### config.mk
export PLATFORM = sky130hd
export DESIGN_NAME = ps2_mouse_packet_cursor_tracker_unit
export DESIGN_NICKNAME = d
export VERILOG_FILES = /design/src/sv/ps2mct_pkg.sv /design/src/sv/ps2mct_clamp.sv /design/src/sv/ps2mct_core.sv /design/src/sv/ps2mct_unit.sv /design/src/sv/ps2_mouse_packet_cursor_tracker_unit.sv
export VERILOG_INCLUDE_DIRS = /design/src /design/src/sv
export SDC_FILE = /design/constraint.sdc
export NUM_CORES = 1
export LEC_CHECK = 0
export BUFFER_PORTS_ARGS = -buffer_cell sky130_fd_sc_hd__buf_4
export CAP_MARGIN = 40
export CORE_AREA = 2 2 151 153
export CTS_CLUSTER_DIAMETER = 120
export DETAILED_ROUTE_END_ITERATION = 7
export DIE_AREA = 0 0 153 155
export PLACE_DENSITY = 0.52
export SLEW_MARGIN = 5
export SYNTH_ARGS = -nofsm -noshare
export SYNTH_HDL_FRONTEND = slang
export SYNTH_SLANG_ARGS = --single-unit
### constraint.sdc
create_clock -name clk_i -period 7.65 [get_ports clk_i]
set_input_delay 1.9125 -clock clk_i [delete_from_list [all_inputs] [get_ports clk_i]]
set_output_delay 1.9125 -clock clk_i [all_outputs]
set_load 0.03 [all_outputs]
### src/sv/assert_macros.svh
// Assertion macros used by the top RTL file of the cursor tracker.
`ifndef ASSERT_MACROS_SVH
`define ASSERT_MACROS_SVH

// Concurrent assertion on the rising edge of clk_i, disabled while in reset.
`define PS2MCT_ASSERT(lbl, prop, msg) \
  lbl: assert property (@(posedge clk_i) disable iff (!rst_ni) (prop)) else $error(msg);

// Implication form: when ante holds, cons holds at the next edge.
`define PS2MCT_ASSERT_NEXT(lbl, ante, cons, msg) \
  `PS2MCT_ASSERT(lbl, (ante) |=> (cons), msg)

`endif

### src/sv/ps2mct_pkg.sv
// Types and constants of the PS/2 mouse packet cursor tracker.
`default_nettype none

package ps2mct_pkg;

  // header byte bit positions
  localparam int unsigned BitLeft   = 0;
  localparam int unsigned BitRight  = 1;
  localparam int unsigned BitMiddle = 2;
  localparam int unsigned BitSync   = 3;
  localparam int unsigned BitXSign  = 4;
  localparam int unsigned BitYSign  = 5;

  localparam logic [11:0] StartPos       = 12'd500;
  localparam logic [11:0] WidthReset     = 12'd1024;
  localparam logic [11:0] HeightReset    = 12'd768;
  localparam logic [4:0]  MarginX        = 5'd8;
  localparam logic [4:0]  MarginY        = 5'd16;

  // configuration register indexes
  localparam logic CfgScreenWidth  = 1'b0;
  localparam logic CfgScreenHeight = 1'b1;

  typedef enum logic [1:0] {
    PhHeader = 2'd0,
    PhDx     = 2'd1,
    PhDy     = 2'd2
  } phase_e;

  typedef struct packed {
    logic left;
    logic middle;
    logic right;
    logic changed;
  } btn_t;

endpackage

`default_nettype wire

### src/sv/ps2mct_clamp.sv
// Clamps a signed coordinate to 0 .. min(extent - margin, coordinate max).
`default_nettype none

module ps2mct_clamp #(
  parameter int unsigned COORD_BITS = 12
) (
  input  logic signed [COORD_BITS+1:0] value_i,
  input  logic        [11:0]           extent_i,
  input  logic        [4:0]            margin_i,
  output logic        [COORD_BITS-1:0] coord_o
);

  localparam int unsigned Vw = COORD_BITS + 2;
  localparam logic [Vw-1:0] CoordMax = {2'b00, {COORD_BITS{1'b1}}};

  logic [11:0]   hi;
  logic [Vw-1:0] hi_w;
  logic [Vw-1:0] res;

  always_comb begin
    if (extent_i >= {7'd0, margin_i}) begin
      hi = extent_i - {7'd0, margin_i};
    end else begin
      hi = 12'd0;
    end
    hi_w = Vw'(hi);
    if (hi_w > CoordMax) begin
      hi_w = CoordMax;
    end
    if (value_i < 0) begin
      res = '0;
    end else if ($unsigned(value_i) > hi_w) begin
      res = hi_w;
    end else begin
      res = $unsigned(value_i);
    end
  end

  assign coord_o = res[COORD_BITS-1:0];

endmodule

`default_nettype wire

### src/sv/ps2mct_core.sv
// Packet framing, cursor update and button tracking for one byte per step.
`default_nettype none

module ps2mct_core import ps2mct_pkg::*; #(
  parameter int unsigned COORD_BITS = 12
) (
  input  logic                  clk_i,
  input  logic                  rst_ni,
  input  logic                  step_i,
  input  logic [7:0]            byte_i,
  input  logic [11:0]           width_i,
  input  logic [11:0]           height_i,
  output logic                  res_valid_o,
  output logic [COORD_BITS-1:0] res_x_o,
  output logic [COORD_BITS-1:0] res_y_o,
  output btn_t                  res_btn_o
);

  localparam int unsigned Vw = COORD_BITS + 2;

  phase_e                phase_q, phase_d;
  logic [7:0]            hdr_q;
  logic [7:0]            dx_q;
  logic [COORD_BITS-1:0] pos_x_q;
  logic [COORD_BITS-1:0] pos_y_q;
  logic [2:0]            held_q;

  logic                  hdr_we;
  logic                  dx_we;
  logic signed [Vw-1:0]  dx_w;
  logic signed [Vw-1:0]  dy_w;
  logic signed [Vw-1:0]  nx;
  logic signed [Vw-1:0]  ny;
  logic [COORD_BITS-1:0] cx;
  logic [COORD_BITS-1:0] cy;
  logic [2:0]            newb;

  // next phase
  always_comb begin
    case (phase_q)
      PhDx:    phase_d = PhDy;
      PhDy:    phase_d = PhHeader;
      default: phase_d = byte_i[BitSync] ? PhDx : PhHeader;
    endcase
  end

  // per-phase outputs
  always_comb begin
    hdr_we      = 1'b0;
    dx_we       = 1'b0;
    res_valid_o = 1'b0;
    case (phase_q)
      PhDx:    dx_we = 1'b1;
      PhDy:    res_valid_o = 1'b1;
      default: hdr_we = byte_i[BitSync];
    endcase
  end

  // 9-bit movement with header sign, sign extended
  assign dx_w = Vw'($signed({hdr_q[BitXSign], dx_q}));
  assign dy_w = Vw'($signed({hdr_q[BitYSign], byte_i}));
  assign nx   = $signed({2'b00, pos_x_q}) + dx_w;
  assign ny   = $signed({2'b00, pos_y_q}) - dy_w;

  ps2mct_clamp #(.COORD_BITS(COORD_BITS)) u_clamp_x (
    .value_i  (nx),
    .extent_i (width_i),
    .margin_i (MarginX),
    .coord_o  (cx)
  );

  ps2mct_clamp #(.COORD_BITS(COORD_BITS)) u_clamp_y (
    .value_i  (ny),
    .extent_i (height_i),
    .margin_i (MarginY),
    .coord_o  (cy)
  );

  assign newb = hdr_q[2:0];

  assign res_x_o           = cx;
  assign res_y_o           = cy;
  assign res_btn_o.left    = hdr_q[BitLeft];
  assign res_btn_o.middle  = hdr_q[BitMiddle];
  assign res_btn_o.right   = hdr_q[BitRight];
  assign res_btn_o.changed = (newb != held_q);

  always_ff @(posedge clk_i or negedge rst_ni) begin
    if (!rst_ni) begin
      phase_q <= PhHeader;
      pos_x_q <= COORD_BITS'(StartPos);
      pos_y_q <= COORD_BITS'(StartPos);
      held_q  <= '0;
    end else if (step_i) begin
      phase_q <= phase_d;
      if (res_valid_o) begin
        pos_x_q <= cx;
        pos_y_q <= cy;
        held_q  <= newb;
      end
    end
  end

  always_ff @(posedge clk_i) begin
    if (step_i && hdr_we) begin
      hdr_q <= byte_i;
    end
    if (step_i && dx_we) begin
      dx_q <= byte_i;
    end
  end

endmodule

`default_nettype wire

### src/sv/ps2mct_unit.sv
// Output register stage holding one finished result.
`default_nettype none

module ps2mct_unit import ps2mct_pkg::*; #(
  parameter int unsigned COORD_BITS = 12
) (
  input  logic                  clk_i,
  input  logic                  rst_ni,
  input  logic                  load_i,
  input  logic [COORD_BITS-1:0] x_i,
  input  logic [COORD_BITS-1:0] y_i,
  input  btn_t                  btn_i,
  input  logic                  ready_i,
  output logic                  valid_o,
  output logic                  free_o,
  output logic [COORD_BITS-1:0] x_o,
  output logic [COORD_BITS-1:0] y_o,
  output btn_t                  btn_o
);

  logic                  valid_q, valid_d;
  logic [COORD_BITS-1:0] x_q;
  logic [COORD_BITS-1:0] y_q;
  btn_t                  btn_q;

  // slot can take a new result when empty or being drained this cycle
  assign free_o  = !valid_q || ready_i;
  assign valid_d = load_i || (valid_q && !ready_i);

  always_ff @(posedge clk_i or negedge rst_ni) begin
    if (!rst_ni) begin
      valid_q <= 1'b0;
    end else begin
      valid_q <= valid_d;
    end
  end

  always_ff @(posedge clk_i) begin
    if (load_i) begin
      x_q   <= x_i;
      y_q   <= y_i;
      btn_q <= btn_i;
    end
  end

  assign valid_o = valid_q;
  assign x_o     = x_q;
  assign y_o     = y_q;
  assign btn_o   = btn_q;

endmodule

`default_nettype wire

### src/sv/ps2_mouse_packet_cursor_tracker_unit.sv
// A byte accepted into the input stage register is processed by the core when
// that stage advances; a packet's third byte then loads the result register.
// Throughput: one byte per cycle, unless a third byte waits on a full result slot.
// The result register holds a packet while a new byte still enters.
// Reset: phase awaits a header, cursor at 500,500, buttons released,
// screen 1024 x 768; no clearing pass.
`default_nettype none
`include "assert_macros.svh"

module ps2_mouse_packet_cursor_tracker_unit import ps2mct_pkg::*; #(
  parameter int unsigned COORD_BITS = 12
) (
  input  logic                  clk_i,
  input  logic                  rst_ni,
  input  logic                  cfg_we_i,
  input  logic                  cfg_index_i,
  input  logic [11:0]           cfg_data_i,
  input  logic                  in_valid_i,
  output logic                  in_ready_o,
  input  logic [7:0]            rx_byte_i,
  output logic                  out_valid_o,
  input  logic                  out_ready_i,
  output logic [COORD_BITS-1:0] cursor_x_o,
  output logic [COORD_BITS-1:0] cursor_y_o,
  output logic                  left_down_o,
  output logic                  middle_down_o,
  output logic                  right_down_o,
  output logic                  buttons_changed_o
);

  logic [11:0]           width_q;
  logic [11:0]           height_q;
  logic                  s1_valid_q;
  logic [7:0]            s1_byte_q;
  logic                  s1_adv;
  logic                  res_valid;
  logic                  out_free;
  logic                  load;
  logic [COORD_BITS-1:0] res_x;
  logic [COORD_BITS-1:0] res_y;
  btn_t                  res_btn;
  btn_t                  out_btn;

  always_ff @(posedge clk_i or negedge rst_ni) begin
    if (!rst_ni) begin
      width_q  <= WidthReset;
      height_q <= HeightReset;
    end else if (cfg_we_i) begin
      case (cfg_index_i)
        CfgScreenWidth:  width_q  <= cfg_data_i;
        CfgScreenHeight: height_q <= cfg_data_i;
        default: ;
      endcase
    end
  end

  // input stage advances unless it holds a third byte and the result slot is full
  assign s1_adv     = s1_valid_q && (!res_valid || out_free);
  assign load       = s1_adv && res_valid;
  assign in_ready_o = !s1_valid_q || s1_adv;

  always_ff @(posedge clk_i or negedge rst_ni) begin
    if (!rst_ni) begin
      s1_valid_q <= 1'b0;
    end else if (in_ready_o) begin
      s1_valid_q <= in_valid_i;
    end
  end

  always_ff @(posedge clk_i) begin
    if (in_ready_o && in_valid_i) begin
      s1_byte_q <= rx_byte_i;
    end
  end

  ps2mct_core #(.COORD_BITS(COORD_BITS)) u_core (
    .clk_i       (clk_i),
    .rst_ni      (rst_ni),
    .step_i      (s1_adv),
    .byte_i      (s1_byte_q),
    .width_i     (width_q),
    .height_i    (height_q),
    .res_valid_o (res_valid),
    .res_x_o     (res_x),
    .res_y_o     (res_y),
    .res_btn_o   (res_btn)
  );

  ps2mct_unit #(.COORD_BITS(COORD_BITS)) u_out (
    .clk_i   (clk_i),
    .rst_ni  (rst_ni),
    .load_i  (load),
    .x_i     (res_x),
    .y_i     (res_y),
    .btn_i   (res_btn),
    .ready_i (out_ready_i),
    .valid_o (out_valid_o),
    .free_o  (out_free),
    .x_o     (cursor_x_o),
    .y_o     (cursor_y_o),
    .btn_o   (out_btn)
  );

  assign left_down_o       = out_btn.left;
  assign middle_down_o     = out_btn.middle;
  assign right_down_o      = out_btn.right;
  assign buttons_changed_o = out_btn.changed;

  `PS2MCT_ASSERT_NEXT(a_load_shows, load, out_valid_o, "loaded result not presented")
  `PS2MCT_ASSERT_NEXT(a_s1_hold, s1_valid_q && !s1_adv,
                      s1_valid_q && $stable(s1_byte_q), "stalled input stage changed")
  `PS2MCT_ASSERT(a_stall_cause, !in_ready_o |-> (s1_valid_q && res_valid && out_valid_o),
                 "input stalled without a full result slot")

endmodule

`default_nettype wire
==> summary.md <==
| Metric | Value |
|---|---|
| Status | `finished, final reports clean` |
| Post-Synthesis Cells | `641` |
| Setup TNS | `0 ns` |
| Starting DRC count in detailed routing | `331` |
| Post-CTS Setup Bufs | `0` |
| Startpoint of the worst hold path | `u_core.pos_x_q[6]$_DFFE_PN1P_` |
| WP buf/inv | `2` |
| Synth Area in Compound Gates | `14.5%` |
| Routed vias | `approximately 4.8k` |
| XOR/XNOR share of the synthesized area | `4.17%` |
| Worst path top cell family by delay | `compound AO/OA/AOI/OAI gates` |
| Commonest non-fill, non-tap cells in the layout | `nand2_1 (64), buf_4 (59), ha_1 (55), edfxtp_1 (49), dfrtp_1 (40)` |
| Register bit count reported by yosys | `104` |
| Commonest non-fill, non-tap cell in the layout | `nand2_1` |
| Fillers | `roughly 2.3k` |
| Post-synthesis mux area share | `5.97%` |
| Clock-pin slew on the worst setup and hold paths | `0.07 ns` |
| Endpoints failing setup | `0` |
| Core Rows | `55` |
| Maximum vdd drop | `around 0.16 mV` |
| Fin crit period | `between 4 and 5 ns` |
| Cts hold-fix bufs | `0` |
| Die Y | `about 160 um` |
| Largest area contributor in the netlist | `edfxtp_1` |
| Die area | `around 0.024 mm2` |
| Grt total ovfl | `0` |
| Final ANT Viol Nets | `0` |
| RSZ-0062 raised after global routing | `false` |
| Initial core utilization | `between 20% and 30%` |
| Final core occ | `33.7%` |
| Wire length per cell | `roughly 16 um` |
| CTS tree | `done` |
| Asr flop ratio synth | `52.9%` |
| Number of port buffers | `between 50 and 60` |
| Synth top area cells | `edfxtp_1 (23%), dfrtp_1 (15%), ha_1 (11%)` |
| Largest family of logic cells by synthesized area | `simple AND/OR/NAND/NOR gates` |
| FF-to-FF path depth | `17` |
| Synth top area share | `22.6%` |
| Max-cap violation count | `0` |
| CTS sink count | `approximately 100` |
| Worst-Skew Late Latency | `0.35 ns` |
| Post-DP HPWL | `roughly 12 mm` |
| Cell Area, Synth | `0.00652 mm2` |
| TritonCTS Buffers | `9` |
| Post_cts resized | `0` |
| Critical R2R Capture | `u_out.x_o[6]$_DFFE_PP_` |
| WS Path Type | `register to register` |
| CTS H-Tree Depth | `3` |
| Synth Area in Adders | `11.2%` |
| Initial antenna violation count | `0` |
| First-pass GRT wire length | `25.8 mm` |
| DR pass1 iterations | `4` |
| Number of distinct library cells after synthesis | `69` |
| Area of the multi-input gates | `0.00340 mm2` |
| Pin count of the biggest net entering global routing | `56` |
| Ant. Diodes | `0` |
| Cell breakdown of the critical path | `ha_1, inv_1, fa_1, nor2b_4, o31a_1, or4_4, a211oi_1, xor2_1, inv_1, ha_1, nand4_1, or3_1, o2111ai_1, and2_1, a21boi_2, mux2i_1, nor2_1` |
| Leakage power | `~3.2 nW` |
| Critical path fanouts, max | `12` |
| Die width | `153 um` |
| Area grow syn2layout | `14.8%` |
| GRT Overall Usage | `13.7%` |
| Nature of the critical path endpoint | `register` |
| Setup Skew | `0.00482 ns` |
| GP Congestion | `0.829` |
| Hold endpoint | `u_core.pos_x_q[6]$_DFFE_PN1P_` |
| Synthesized area per cell | `just over 10 um2` |
| FMAX | `216 MHz` |
| Rel. slew slack | `46.6%` |
| Wirelength, routed | `about 16 mm` |
| Simple-gate share of the synthesized area | `16.3%` |
| CP required | `7.74 ns` |
| Flop2flop setup slack | `3.02 ns` |
| WP data arrival | `4.72 ns` |
| Reg area | `~0.0029 mm2` |
| Post-synth EDFFs | `49` |
| Root buffer cell | `clkbuf_16` |
| CP peak stage delay | `0.65 ns` |
| Vias in the first global route | `between 4k and 5k` |
| Post-route DRC | `0` |
| Ys flop type | `edfxtp_1` |
| Pwr dens | `391 mW/mm2` |
| Hold violation total from the final report | `0` |
| Worst slew pin tran | `roughly 0.80 ns` |
| Hold Crit Depth | `2` |
| FF-to-FF Start | `u_core.pos_x_q[0]$_DFFE_PN0P_` |
| Register area share after synthesis | `44.0%` |
| Top Ports | `56` |
| CTS max path bufs | `2` |
| Warning count from the yosys run | `0` |
| Nets | `772` |
| Share of post-route cells with drive strength above 1 | `a little under a fifth` |
| CORE AREA | `0.0222 mm2` |
| Vias per cell | `4.92` |
| CP Launch Type | `register` |
| Critical path's slowest cell | `a21boi_2` |
| Syn_nets | `~720` |
| Worst Hold Class | `register to register` |
| Final slew viol count | `0` |
| Final cycle utilization of the critical path | `about 61%` |
stage by stage:
stage / total power, mW / instances / worst slack [ns] / hold slack [ns] / instance area, um2
finish: 2.93 / 979 / 3.02 / 0.472 / 7480
floorplan: 2.12 / 641 / 3.42 / 0.426 / 6520
CTS: 2.95 / 979 / 3.02 / 0.473 / 7480
detailed placement: 2.50 / 963 / 3.06 / 0.464 / 7220
global placement: 2.51 / 961 / 2.98 / 0.455 / 7210
global route: 3.19 / 979 / 2.69 / 0.485 / 7480
area by class of cell:
type                       count  area share [%]
inverter                      40            2.01
clock buffer                  11            3.11
multi-input combinational    474            45.5
timing repair buffer          60            5.99
tap                          285            4.77
clock inverter                 5           0.335
sequential                   104            38.3
worst max path at each step:
stage | start | to | slack [ns] | cells after the start
CTS | u_core.pos_x_q[0]$_DFFE_PN0P_ | u_out.x_o[0]$_DFFE_PP_ | 3.02 | 17
global placement | height_q[4]$_DFFE_PN0P_ | u_core.pos_y_q[3]$_DFFE_PN0P_ | 2.98 | 15
detailed placement | u_core.pos_x_q[0]$_DFFE_PN0P_ | u_out.x_o[0]$_DFFE_PP_ | 3.06 | 17
finish | u_core.pos_x_q[0]$_DFFE_PN0P_ | u_out.x_o[6]$_DFFE_PP_ | 3.02 | 17
global route | height_q[5]$_DFFE_PN0P_ | u_core.pos_y_q[1]$_DFFE_PN0P_ | 2.69 | 16
floorplan | out_ready_i | in_ready_o | 3.42 | 1
per-layer routing:
metal	track usage (%)	wire length, um
met5	0	0
met4	3.04	128
met3	2.65	727
met2	20.2	6740
met1	20.7	8170
sequential cells by signal (all words and copies together), names as in the netlist:
| register | count |
|---|---|
| u_out.btn_o | 4 |
| u_out.valid_o | 1 |
| width_q | 12 |
| u_core.phase_q | 2 |
| u_core.pos_y_q | 12 |
| u_core.held_q | 3 |
| s1_valid_q | 1 |
| u_out.x_o | 12 |
| u_core.pos_x_q | 12 |
| u_core.dx_q | 8 |
| u_out.y_o | 12 |
| height_q | 12 |
| s1_byte_q | 8 |
| u_core.hdr_q | 5 |
where the power goes:
part           internal, mW  switching (mW)
registers             0.769          0.0846
logic                 0.652            1.01
clock network         0.218           0.197
total                  1.64            1.29
synth_stat cells (3+ instances only):
master,n
ha_1,55
a221o_1,8
a31oi_1,8
a21oi_1,31
clkbuf_1,17
nor2b_1,4
xor2_1,13
o21a_1,3
a21o_1,23
inv_1,40
mux2i_1,7
o31a_1,3
and2_1,10
nor2_1,37
nand2b_1,9
dfrtp_1,40
mux2_2,25
or2_2,6
nand3_1,17
dfstp_2,15
o21ai_0,18
nand4_1,9
nand2_1,64
o21ai_1,7
nor3_1,22
edfxtp_1,49
xnor2_1,18
or3_1,7
a211oi_1,4
nor4_1,15
o21bai_1,6
nand3b_1,3
cells by family (layout without fill, tap and decap cells):
kind of cell,count (synthesis),count (layout)
xor gates and xnor gates,31,31
DFF,104,104
muxes,34,34
adders and majority gates,57,57
AOI/OAI and AO/OA,138,138
buffers and inverters,63,116
and+or+nand+nor,214,214
worst register-to-register path, cell delays in order, from the launching register on:
cell and delay (ns):
dfrtp_1 0.38, ha_1 0.23, inv_1 0.07, fa_1 0.24, nor2b_4 0.05, o31a_1 0.27, or4_4 0.44, a211oi_1 0.26
xor2_1 0.23, inv_1 0.07, ha_1 0.30, nand4_1 0.07, or3_1 0.33, o2111ai_1 0.11, and2_1 0.19, a21boi_2 0.65
mux2i_1 0.40, nor2_1 0.07
No activity file was read; power rests on OpenSTA's default activity.
